==> src/rtl/core/seven_segment_scan_controller_defines.svh <==
// ----------------------------------------------------------------------------
// Seven-segment scan controller assertion macros
// Shared concurrent assertion wrappers, clocked on clock, quiet in reset.
// ----------------------------------------------------------------------------
`ifndef SEVEN_SEGMENT_SCAN_CONTROLLER_DEFINES_SVH
`define SEVEN_SEGMENT_SCAN_CONTROLLER_DEFINES_SVH

`ifndef ASSERT_OFF

`define SSSC_ASSERT(label, prop, msg) \
   label: assert property (@(posedge clock) disable iff (reset) prop) else $error(msg);

`define SSSC_ASSERT_NEXT(label, pre, post, msg) \
   label: assert property (@(posedge clock) disable iff (reset) pre |=> post) else $error(msg);

`else

`define SSSC_ASSERT(label, prop, msg)

`define SSSC_ASSERT_NEXT(label, pre, post, msg)

`endif

`endif

==> src/rtl/core/sssc_pkg.sv <==
// ----------------------------------------------------------------------------
// sssc_pkg
// Widths, codes, glyph table and shared types of the scan controller.
// ----------------------------------------------------------------------------
package sssc_pkg;

   localparam int FUNC_W              = 2;
   localparam int VALUE_W             = 32;
   localparam int SEG_W               = 8;
   localparam int SEL_W               = 4;
   localparam int DIGIT_W             = 4;
   localparam int DIGIT_COUNT_DEFAULT = 4;
   localparam int CONV_STEPS          = VALUE_W;
   localparam int COUNT_W             = $clog2(CONV_STEPS);
   localparam int CSR_ADDR_W          = 3;
   localparam int CSR_DATA_W          = 32;
   localparam int DOT_DIV_W           = 8;

   localparam logic REG_DOTS_ENABLE = 1'b0;

   typedef enum logic [FUNC_W-1:0] {
      FUNC_TICK = 2'd0,
      FUNC_DEC  = 2'd1,
      FUNC_HEX  = 2'd2,
      FUNC_BIN  = 2'd3
   } func_type;

   typedef struct packed {
      logic busy;
      logic done;
   } conv_status_type;

   function automatic logic [SEG_W-1:0] glyph(input logic [DIGIT_W-1:0] digit);
      logic [SEG_W-1:0] seg;
      case (digit)
         4'h0: seg = 8'h3F;
         4'h1: seg = 8'h06;
         4'h2: seg = 8'h5B;
         4'h3: seg = 8'h4F;
         4'h4: seg = 8'h66;
         4'h5: seg = 8'h6D;
         4'h6: seg = 8'h7D;
         4'h7: seg = 8'h07;
         4'h8: seg = 8'h7F;
         4'h9: seg = 8'h6F;
         4'hA: seg = 8'h77;
         4'hB: seg = 8'h7C;
         4'hC: seg = 8'h39;
         4'hD: seg = 8'h5E;
         4'hE: seg = 8'h79;
         4'hF: seg = 8'h71;
         default: seg = '0;
      endcase
      return seg;
   endfunction

endpackage

==> src/rtl/core/sssc_digit_cell.sv <==
// ----------------------------------------------------------------------------
// sssc_digit_cell
// One digit of the conversion row: adjust, shift in from below, carry up.
// ----------------------------------------------------------------------------
module sssc_digit_cell (
   input  logic                          clock,
   input  logic                          clear,
   input  logic                          shift,
   input  sssc_pkg::func_type            mode,
   input  logic                          bit_in,
   output logic                          bit_out,
   input  logic                          live_in,
   output logic                          live_out,
   output logic [sssc_pkg::DIGIT_W-1:0]  digit
);
   import sssc_pkg::*;

   logic [DIGIT_W-1:0] digit_ff;
   logic [DIGIT_W-1:0] digit_in;
   logic [DIGIT_W-1:0] adjusted;

   always_comb begin
      adjusted = digit_ff;
      if (mode == FUNC_DEC && digit_ff >= DIGIT_W'(5)) begin
         adjusted = digit_ff + DIGIT_W'(3);
      end
      case (mode)
         FUNC_BIN: begin
            bit_out  = digit_ff[0];
            digit_in = {{(DIGIT_W-1){1'b0}}, bit_in};
         end
         default: begin
            bit_out  = adjusted[DIGIT_W-1];
            digit_in = {adjusted[DIGIT_W-2:0], bit_in};
         end
      endcase
   end

   always_ff @(posedge clock) begin
      if (clear) begin
         digit_ff <= '0;
      end else if (shift) begin
         digit_ff <= digit_in;
      end
   end

   assign live_out = live_in | (digit_ff != '0);
   assign digit    = digit_ff;

endmodule

==> src/rtl/core/sssc_convert.sv <==
// ----------------------------------------------------------------------------
// sssc_convert
// Row of digit cells fed one value bit per cycle, most significant first.
// ----------------------------------------------------------------------------
module sssc_convert #(
   parameter int DIGIT_COUNT = sssc_pkg::DIGIT_COUNT_DEFAULT
) (
   input  logic                          clock,
   input  logic                          reset,
   input  logic                          load,
   input  sssc_pkg::func_type            mode,
   input  logic [sssc_pkg::VALUE_W-1:0]  value,
   output sssc_pkg::conv_status_type     status,
   output logic [sssc_pkg::DIGIT_W-1:0]  digit [DIGIT_COUNT],
   output logic [DIGIT_COUNT-1:0]        live
);
   import sssc_pkg::*;

   logic [VALUE_W-1:0] value_ff, value_in;
   logic [COUNT_W-1:0] count_ff, count_in;
   logic               busy_ff, busy_in;
   logic               done_ff, done_in;
   func_type           mode_ff;
   logic               overflow_ff, overflow_in;

   logic [DIGIT_COUNT:0] bit_chain;
   logic [DIGIT_COUNT:0] live_chain;

   assign bit_chain[0]           = value_ff[VALUE_W-1];
   assign live_chain[DIGIT_COUNT] = overflow_ff;

   for (genvar g = 0; g < DIGIT_COUNT; g++) begin : g_cell
      sssc_digit_cell u_cell (
         .clock    (clock),
         .clear    (load),
         .shift    (busy_ff),
         .mode     (mode_ff),
         .bit_in   (bit_chain[g]),
         .bit_out  (bit_chain[g+1]),
         .live_in  (live_chain[g+1]),
         .live_out (live_chain[g]),
         .digit    (digit[g])
      );
   end

   assign live = live_chain[DIGIT_COUNT-1:0];

   always_comb begin
      value_in    = value_ff;
      count_in    = count_ff;
      busy_in     = busy_ff;
      done_in     = 1'b0;
      overflow_in = overflow_ff;
      if (load) begin
         value_in    = value;
         count_in    = '0;
         busy_in     = 1'b1;
         overflow_in = 1'b0;
      end else if (busy_ff) begin
         value_in    = value_ff << 1;
         count_in    = count_ff + COUNT_W'(1);
         overflow_in = overflow_ff | bit_chain[DIGIT_COUNT];
         if (count_ff == COUNT_W'(CONV_STEPS - 1)) begin
            busy_in = 1'b0;
            done_in = 1'b1;
         end
      end
   end

   always_ff @(posedge clock) begin
      if (reset) begin
         count_ff <= '0;
         busy_ff  <= 1'b0;
         done_ff  <= 1'b0;
      end else begin
         count_ff <= count_in;
         busy_ff  <= busy_in;
         done_ff  <= done_in;
      end
      value_ff    <= value_in;
      overflow_ff <= overflow_in;
      if (load) begin
         mode_ff <= mode;
      end
   end

   assign status.busy = busy_ff;
   assign status.done = done_ff;

endmodule

==> src/rtl/core/seven_segment_scan_controller.sv <==
// ----------------------------------------------------------------------------
// seven_segment_scan_controller
// Multiplexed seven-segment driver: print converts a value to digits through
// a row of digit cells, tick scans one digit out with an optional running dot.
//
//   channel   ports                                  handshake
//   request   req_func, req_value                    start high, busy low
//   response  rsp_digit_select, rsp_segments         rsp_strobe, one cycle
//   csr       psel penable pwrite paddr pwdata ...   APB write, pready high
//
// Tick: its beat strobes in the cycle after the tick is accepted.
// Print: busy lasts through 32 single-bit shifts through the cell row and then
// the write of the digit store.
// Reset is synchronous and clears the sequencing, scan and dot state and the digit store.
// The response side has no back-pressure; beats are never held.
// ----------------------------------------------------------------------------
`include "seven_segment_scan_controller_defines.svh"

module seven_segment_scan_controller #(
   parameter int DIGIT_COUNT = sssc_pkg::DIGIT_COUNT_DEFAULT
) (
   input  logic                              clock,
   input  logic                              reset,
   input  logic                              start,
   output logic                              busy,
   input  logic [sssc_pkg::FUNC_W-1:0]       req_func,
   input  logic [sssc_pkg::VALUE_W-1:0]      req_value,
   output logic                              rsp_strobe,
   output logic [sssc_pkg::SEL_W-1:0]        rsp_digit_select,
   output logic [sssc_pkg::SEG_W-1:0]        rsp_segments,
   input  logic                              psel,
   input  logic                              penable,
   input  logic                              pwrite,
   input  logic [sssc_pkg::CSR_ADDR_W-1:0]   paddr,
   input  logic [sssc_pkg::CSR_DATA_W-1:0]   pwdata,
   output logic [sssc_pkg::CSR_DATA_W-1:0]   prdata,
   output logic                              pready
);
   import sssc_pkg::*;

   localparam int POS_W = (DIGIT_COUNT > 1) ? $clog2(DIGIT_COUNT) : 1;

   func_type           func;
   logic               accept, tick, print;
   conv_status_type    conv_status;
   logic [DIGIT_W-1:0] conv_digit [DIGIT_COUNT];
   logic [DIGIT_COUNT-1:0] conv_live;

   logic [SEG_W-1:0]       store_ff [DIGIT_COUNT];
   logic [POS_W-1:0]       scan_ff, scan_in;
   logic [DIGIT_COUNT-1:0] dot_onehot_ff, dot_onehot_in;
   logic [DOT_DIV_W-1:0]   dot_div_ff, dot_div_in;
   logic                   dots_en_ff;
   logic                   strobe_ff;
   logic [SEL_W-1:0]       sel_ff, sel_in;
   logic [SEG_W-1:0]       seg_ff, seg_in;
   logic                   csr_write;

   assign func   = func_type'(req_func);
   assign busy   = conv_status.busy | conv_status.done;
   assign accept = start & ~busy;
   assign tick   = accept & (func == FUNC_TICK);
   assign print  = accept & (func != FUNC_TICK);

   sssc_convert #(.DIGIT_COUNT(DIGIT_COUNT)) u_convert (
      .clock  (clock),
      .reset  (reset),
      .load   (print),
      .mode   (func),
      .value  (req_value),
      .status (conv_status),
      .digit  (conv_digit),
      .live   (conv_live)
   );

   // advance scan and dot
   always_comb begin
      scan_in       = scan_ff;
      dot_onehot_in = dot_onehot_ff;
      dot_div_in    = dot_div_ff;
      if (tick) begin
         scan_in = (scan_ff == POS_W'(DIGIT_COUNT - 1)) ? '0 : scan_ff + POS_W'(1);
         if (dots_en_ff) begin
            dot_div_in = dot_div_ff + DOT_DIV_W'(1);
            if (dot_div_in == '0) begin
               dot_onehot_in = (dot_onehot_ff << 1) | (dot_onehot_ff >> (DIGIT_COUNT - 1));
            end
         end
      end
      for (int i = 0; i < SEL_W; i++) begin
         sel_in[i] = (32'(scan_in) == i);
      end
      seg_in = store_ff[scan_in];
      if (dots_en_ff && dot_onehot_in[scan_in]) begin
         seg_in[SEG_W-1] = 1'b1;
      end
   end

   always_ff @(posedge clock) begin
      if (reset) begin
         scan_ff       <= '0;
         dot_onehot_ff <= DIGIT_COUNT'(1);
         dot_div_ff    <= '0;
         strobe_ff     <= 1'b0;
         for (int i = 0; i < DIGIT_COUNT; i++) begin
            store_ff[i] <= '0;
         end
      end else begin
         scan_ff       <= scan_in;
         dot_onehot_ff <= dot_onehot_in;
         dot_div_ff    <= dot_div_in;
         strobe_ff     <= tick;
         if (conv_status.done) begin
            for (int i = 0; i < DIGIT_COUNT; i++) begin
               store_ff[i] <= (i == 0 || conv_live[i]) ? glyph(conv_digit[i]) : '0;
            end
         end
      end
      if (tick) begin
         sel_ff <= sel_in;
         seg_ff <= seg_in;
      end
   end

   assign rsp_strobe       = strobe_ff;
   assign rsp_digit_select = sel_ff;
   assign rsp_segments     = seg_ff;

   // csr
   assign pready    = 1'b1;
   assign csr_write = psel & penable & pwrite & pready;

   always_ff @(posedge clock) begin
      if (reset) begin
         dots_en_ff <= 1'b0;
      end else if (csr_write && paddr[CSR_ADDR_W-1] == REG_DOTS_ENABLE) begin
         dots_en_ff <= pwdata[0];
      end
   end

   assign prdata = (paddr[CSR_ADDR_W-1] == REG_DOTS_ENABLE) ?
                   {{(CSR_DATA_W-1){1'b0}}, dots_en_ff} : '0;

   `SSSC_ASSERT(a_strobe_after_tick, rsp_strobe |-> $past(start && !busy && req_func == FUNC_TICK), "response beat without a tick")
   `SSSC_ASSERT(a_select_onehot, rsp_strobe |-> $onehot0(rsp_digit_select), "digit select not one-hot")
   `SSSC_ASSERT(a_dot_onehot, $onehot(dot_onehot_ff), "dot position lost")
   `SSSC_ASSERT_NEXT(a_print_busy, (start && !busy && req_func != FUNC_TICK), busy, "print accepted without busy")

endmodule
==> config.mk <==
export PLATFORM = sky130hd
export DESIGN_NAME = seven_segment_scan_controller
export DESIGN_NICKNAME = d
export VERILOG_FILES = /design/src/rtl/core/sssc_pkg.sv /design/src/rtl/core/sssc_digit_cell.sv /design/src/rtl/core/sssc_convert.sv /design/src/rtl/core/seven_segment_scan_controller.sv
export VERILOG_INCLUDE_DIRS = /design/src /design/src/rtl/core
export SDC_FILE = /design/constraint.sdc
export NUM_CORES = 1
export LEC_CHECK = 0
export BUFFER_PORTS_ARGS = -buffer_cell sky130_fd_sc_hd__clkbuf_2
export CAP_MARGIN = 20
export CORE_MARGIN = 8
export CORE_UTILIZATION = 48
export CTS_BUF_LIST = sky130_fd_sc_hd__clkbuf_8
export DETAILED_ROUTE_END_ITERATION = 7
export HOLD_SLACK_MARGIN = 0.05
export PLACE_DENSITY = 0.7
export SLEW_MARGIN = 20
export SYNTH_ARGS = -nofsm -noshare
export SYNTH_HDL_FRONTEND = slang
export SYNTH_SLANG_ARGS = --single-unit
export TNS_END_PERCENT = 100
==> constraint.sdc <==
create_clock -name clock -period 2.9 [get_ports clock]
set_input_delay 0.29 -clock clock [delete_from_list [all_inputs] [get_ports clock]]
set_output_delay 0.29 -clock clock [all_outputs]
set_load 0.03 [all_outputs]
==> metrics.cfg <==
[routing]
antenna_left = 0
avgRoutedWirePerCell_um = 15.3
drt-total-wl_um = 13800
drcViolationCount = 0
viasPerCell = 5.31
firstDrtPassIters = 5
vias = 4825
dr.first_iter.drc_count = 244

[synthesis]
ys_ff_latch = 142
ys.flop_type = edfxtp_1
synthArstFlopShare = 0
synth_xor_area_frac = 0.0191
synth_edf_count = 74
synth_top_family_by_area = simple AND/OR/NAND/NOR gates
synthSimpleGateAreaFrac = 0.125
yosysTopAreaCell = edfxtp_1
synth.distinct_cells = 66
synth_area_leaders = edfxtp_1 30%, dfxtp_1 19%, ha_1 6.6%, mux2_2 5.8%, buf_4 3.4%
synth_area_per_cell_um2 = 11.3
netlist_area_um2 = 7340
synth_compound_area_frac = 0.113
synth_fa_ha_area_frac = 0.0664
yosys.area.top_type_share = 0.303
synthCells = 648
yosys-mux-area-fraction = 0.111
ys_warn_count = 0
synth_seq_area_share = 0.488

[sta]
finalCritPeriodShare = 0.920
rsz0062_at_grt = no
setup_violations = 0
clock-skew-final_ps = 14.5
fmax_ghz = 0.375
maxSlewHeadroom = 0.582
hold_viol_final = 0
final-max-slew-violation-count = 0
worstMarginPinSlew_ps = 627
setup_tns_ps = 0
period_minus_slack_ps = 2670

[worst_setup_path]
path_max_fanout = 5
required_ps = 3270
regToRegSetupSlack_ps = 230
r2r_cells = 9
arrival_ps = 3040
end_kind = register
cp-start-kind = register
critPathKind = register to register

[grt]
grt_pass1_wl_um = 23000
grt_use_total = 0.144
antenna_found_initial = 0
grt_overflow = 0
grt_max_degree = 35
grt_pass1_vias = 4891

[floorplanning]
core-area_um2 = 15100
die-area_um2 = 19500
rows = 45
die_w_um = 140
fp.dieH_um = 140
ios = 122
start_util = 0.487

[final_layout]
final_cells = 908
nFillCells = 1332
drive_gt1_frac = 0.236
stdcell_area_um2 = 8100
area_delta_synth_final_pct = 10.2
nets = 821
layout_commonest_cell = edfxtp_1
antennaDiodeCount = 0
postLayoutCoreUtil = 0.536
final_cell_mix = 74 x edfxtp_1, 68 x dfxtp_1, 56 x clkbuf_2, 42 x inv_1, 39 x ha_1

[power]
power.density_nw_per_um2 = 535
power_uw = 4330
p_leak_uw = 0.00323
irDropWorstVdd_uv = 437

[clocking]
cts_tree = built
root_buffer = clkbuf_8
cts.sinks = 142
htreeDepth = 4
worstSkewPairLatency_ps = 450
cts.reportedPaths.clkPinSlew_ps = 90
cts_setup_buffers = 0
cts_made_buffers = 17
clk_path_buf_depth = 2

[outcome]
status = completed

[place]
placed_area_um2 = 7660
dpl.hpwl_um = 10100
dp_cells = 874
io_buffers = 56
gp_congestion = 0.884

[min_path]
hold_depth = 3
min_path_type = input pin to register

[run]
maxCapViolCount = 0

[cell usage after synthesis, types with 14 or more instances]
master,number
a21oi_1,14
and2_1,31
buf_4,33
dfxtp_1,68
edfxtp_1,74
ha_1,39
inv_1,41
mux2_2,38
mux2i_1,22
nand2_1,31
nor2_1,38
nor3_1,15
o21ai_0,18
[logic make-up (layout without fill, tap and decap cells)]
kind of cell               after synthesis  after routing
AOI/OAI and AO/OA                      106            106
other                                    2             32
and+or+nand+nor                        174            174
muxes                                   67             67
buffers and inverters                  102            144
DFF                                    142            142
xor gates and xnor gates                16             16
adders and majority gates               39             39
[layer usage]
| layer | GRT usage | wire (µm) | vias up |
|---|---|---|---|
| li1 | - | - | 2385 |
| met1 | 0.169 | 6170 | 2324 |
| met2 | 0.243 | 6830 | 100 |
| met3 | 0.0438 | 680 | 16 |
| met4 | 0.0537 | 170 | 0 |
| met5 | 0 | 0 | - |
[layout make-up]
type,count,area [µm²],area share
Sequential cell,142,3580,0.443
Multi-Input combinational cell,434,3330,0.411
Timing Repair Buffer,69,383,0.0473
Tap cell,188,235,0.0291
Clock buffer,17,234,0.0289
Clock inverter,15,170,0.0210
Inverter,43,161,0.0199
[stage by stage]
step | hold WS, ps | setup WS [ps]
detailed placement | 447 | 278
CTS | 70.6 | 237
finish | 95.2 | 232
global route | 83.0 | 26.0
floorplan | 389 | 531
global placement | 438 | 383
[power by group]
group          leakage, µW  total [µW]  internal (µW)  switching, µW
registers          0.00128        2290           2240           45.0
logic              0.00174         437            176            261
clock network     0.000211        1610            847            765
total              0.00323        4330           3260           1070
[timing repair]
| action | in CTS | in global routing |
|---|---|---|
| hold buffers | 2 | 0 |
| endpoints found under the hold margin | 2 | 0 |
| resized for setup | 0 | 1 |
| endpoints found under the setup margin | 0 | 1 |
[worst paths after layout]
| path | from | to |
|---|---|---|
| setup / recovery | u_convert.g_cell[1].u_cell.digit[0] | register |
| hold / removal | pwdata[0] | dots_en_ff |
| setup reg to reg | u_convert.g_cell[1].u_cell.digit[0] | register |
| hold reg to reg | u_convert.overflow_ff | u_convert.overflow_ff |
[worst max-delay path: stages, from the launching register on]
cell and delay, ps:
dfxtp_1 440, inv_1 130, ha_1 260, nor3b_1 200
or3_1 400, o221ai_2 320, inv_1 170, ha_1 240
mux2_2 270, o22ai_1 150
Note: power is estimated with default switching activity, not from simulation.
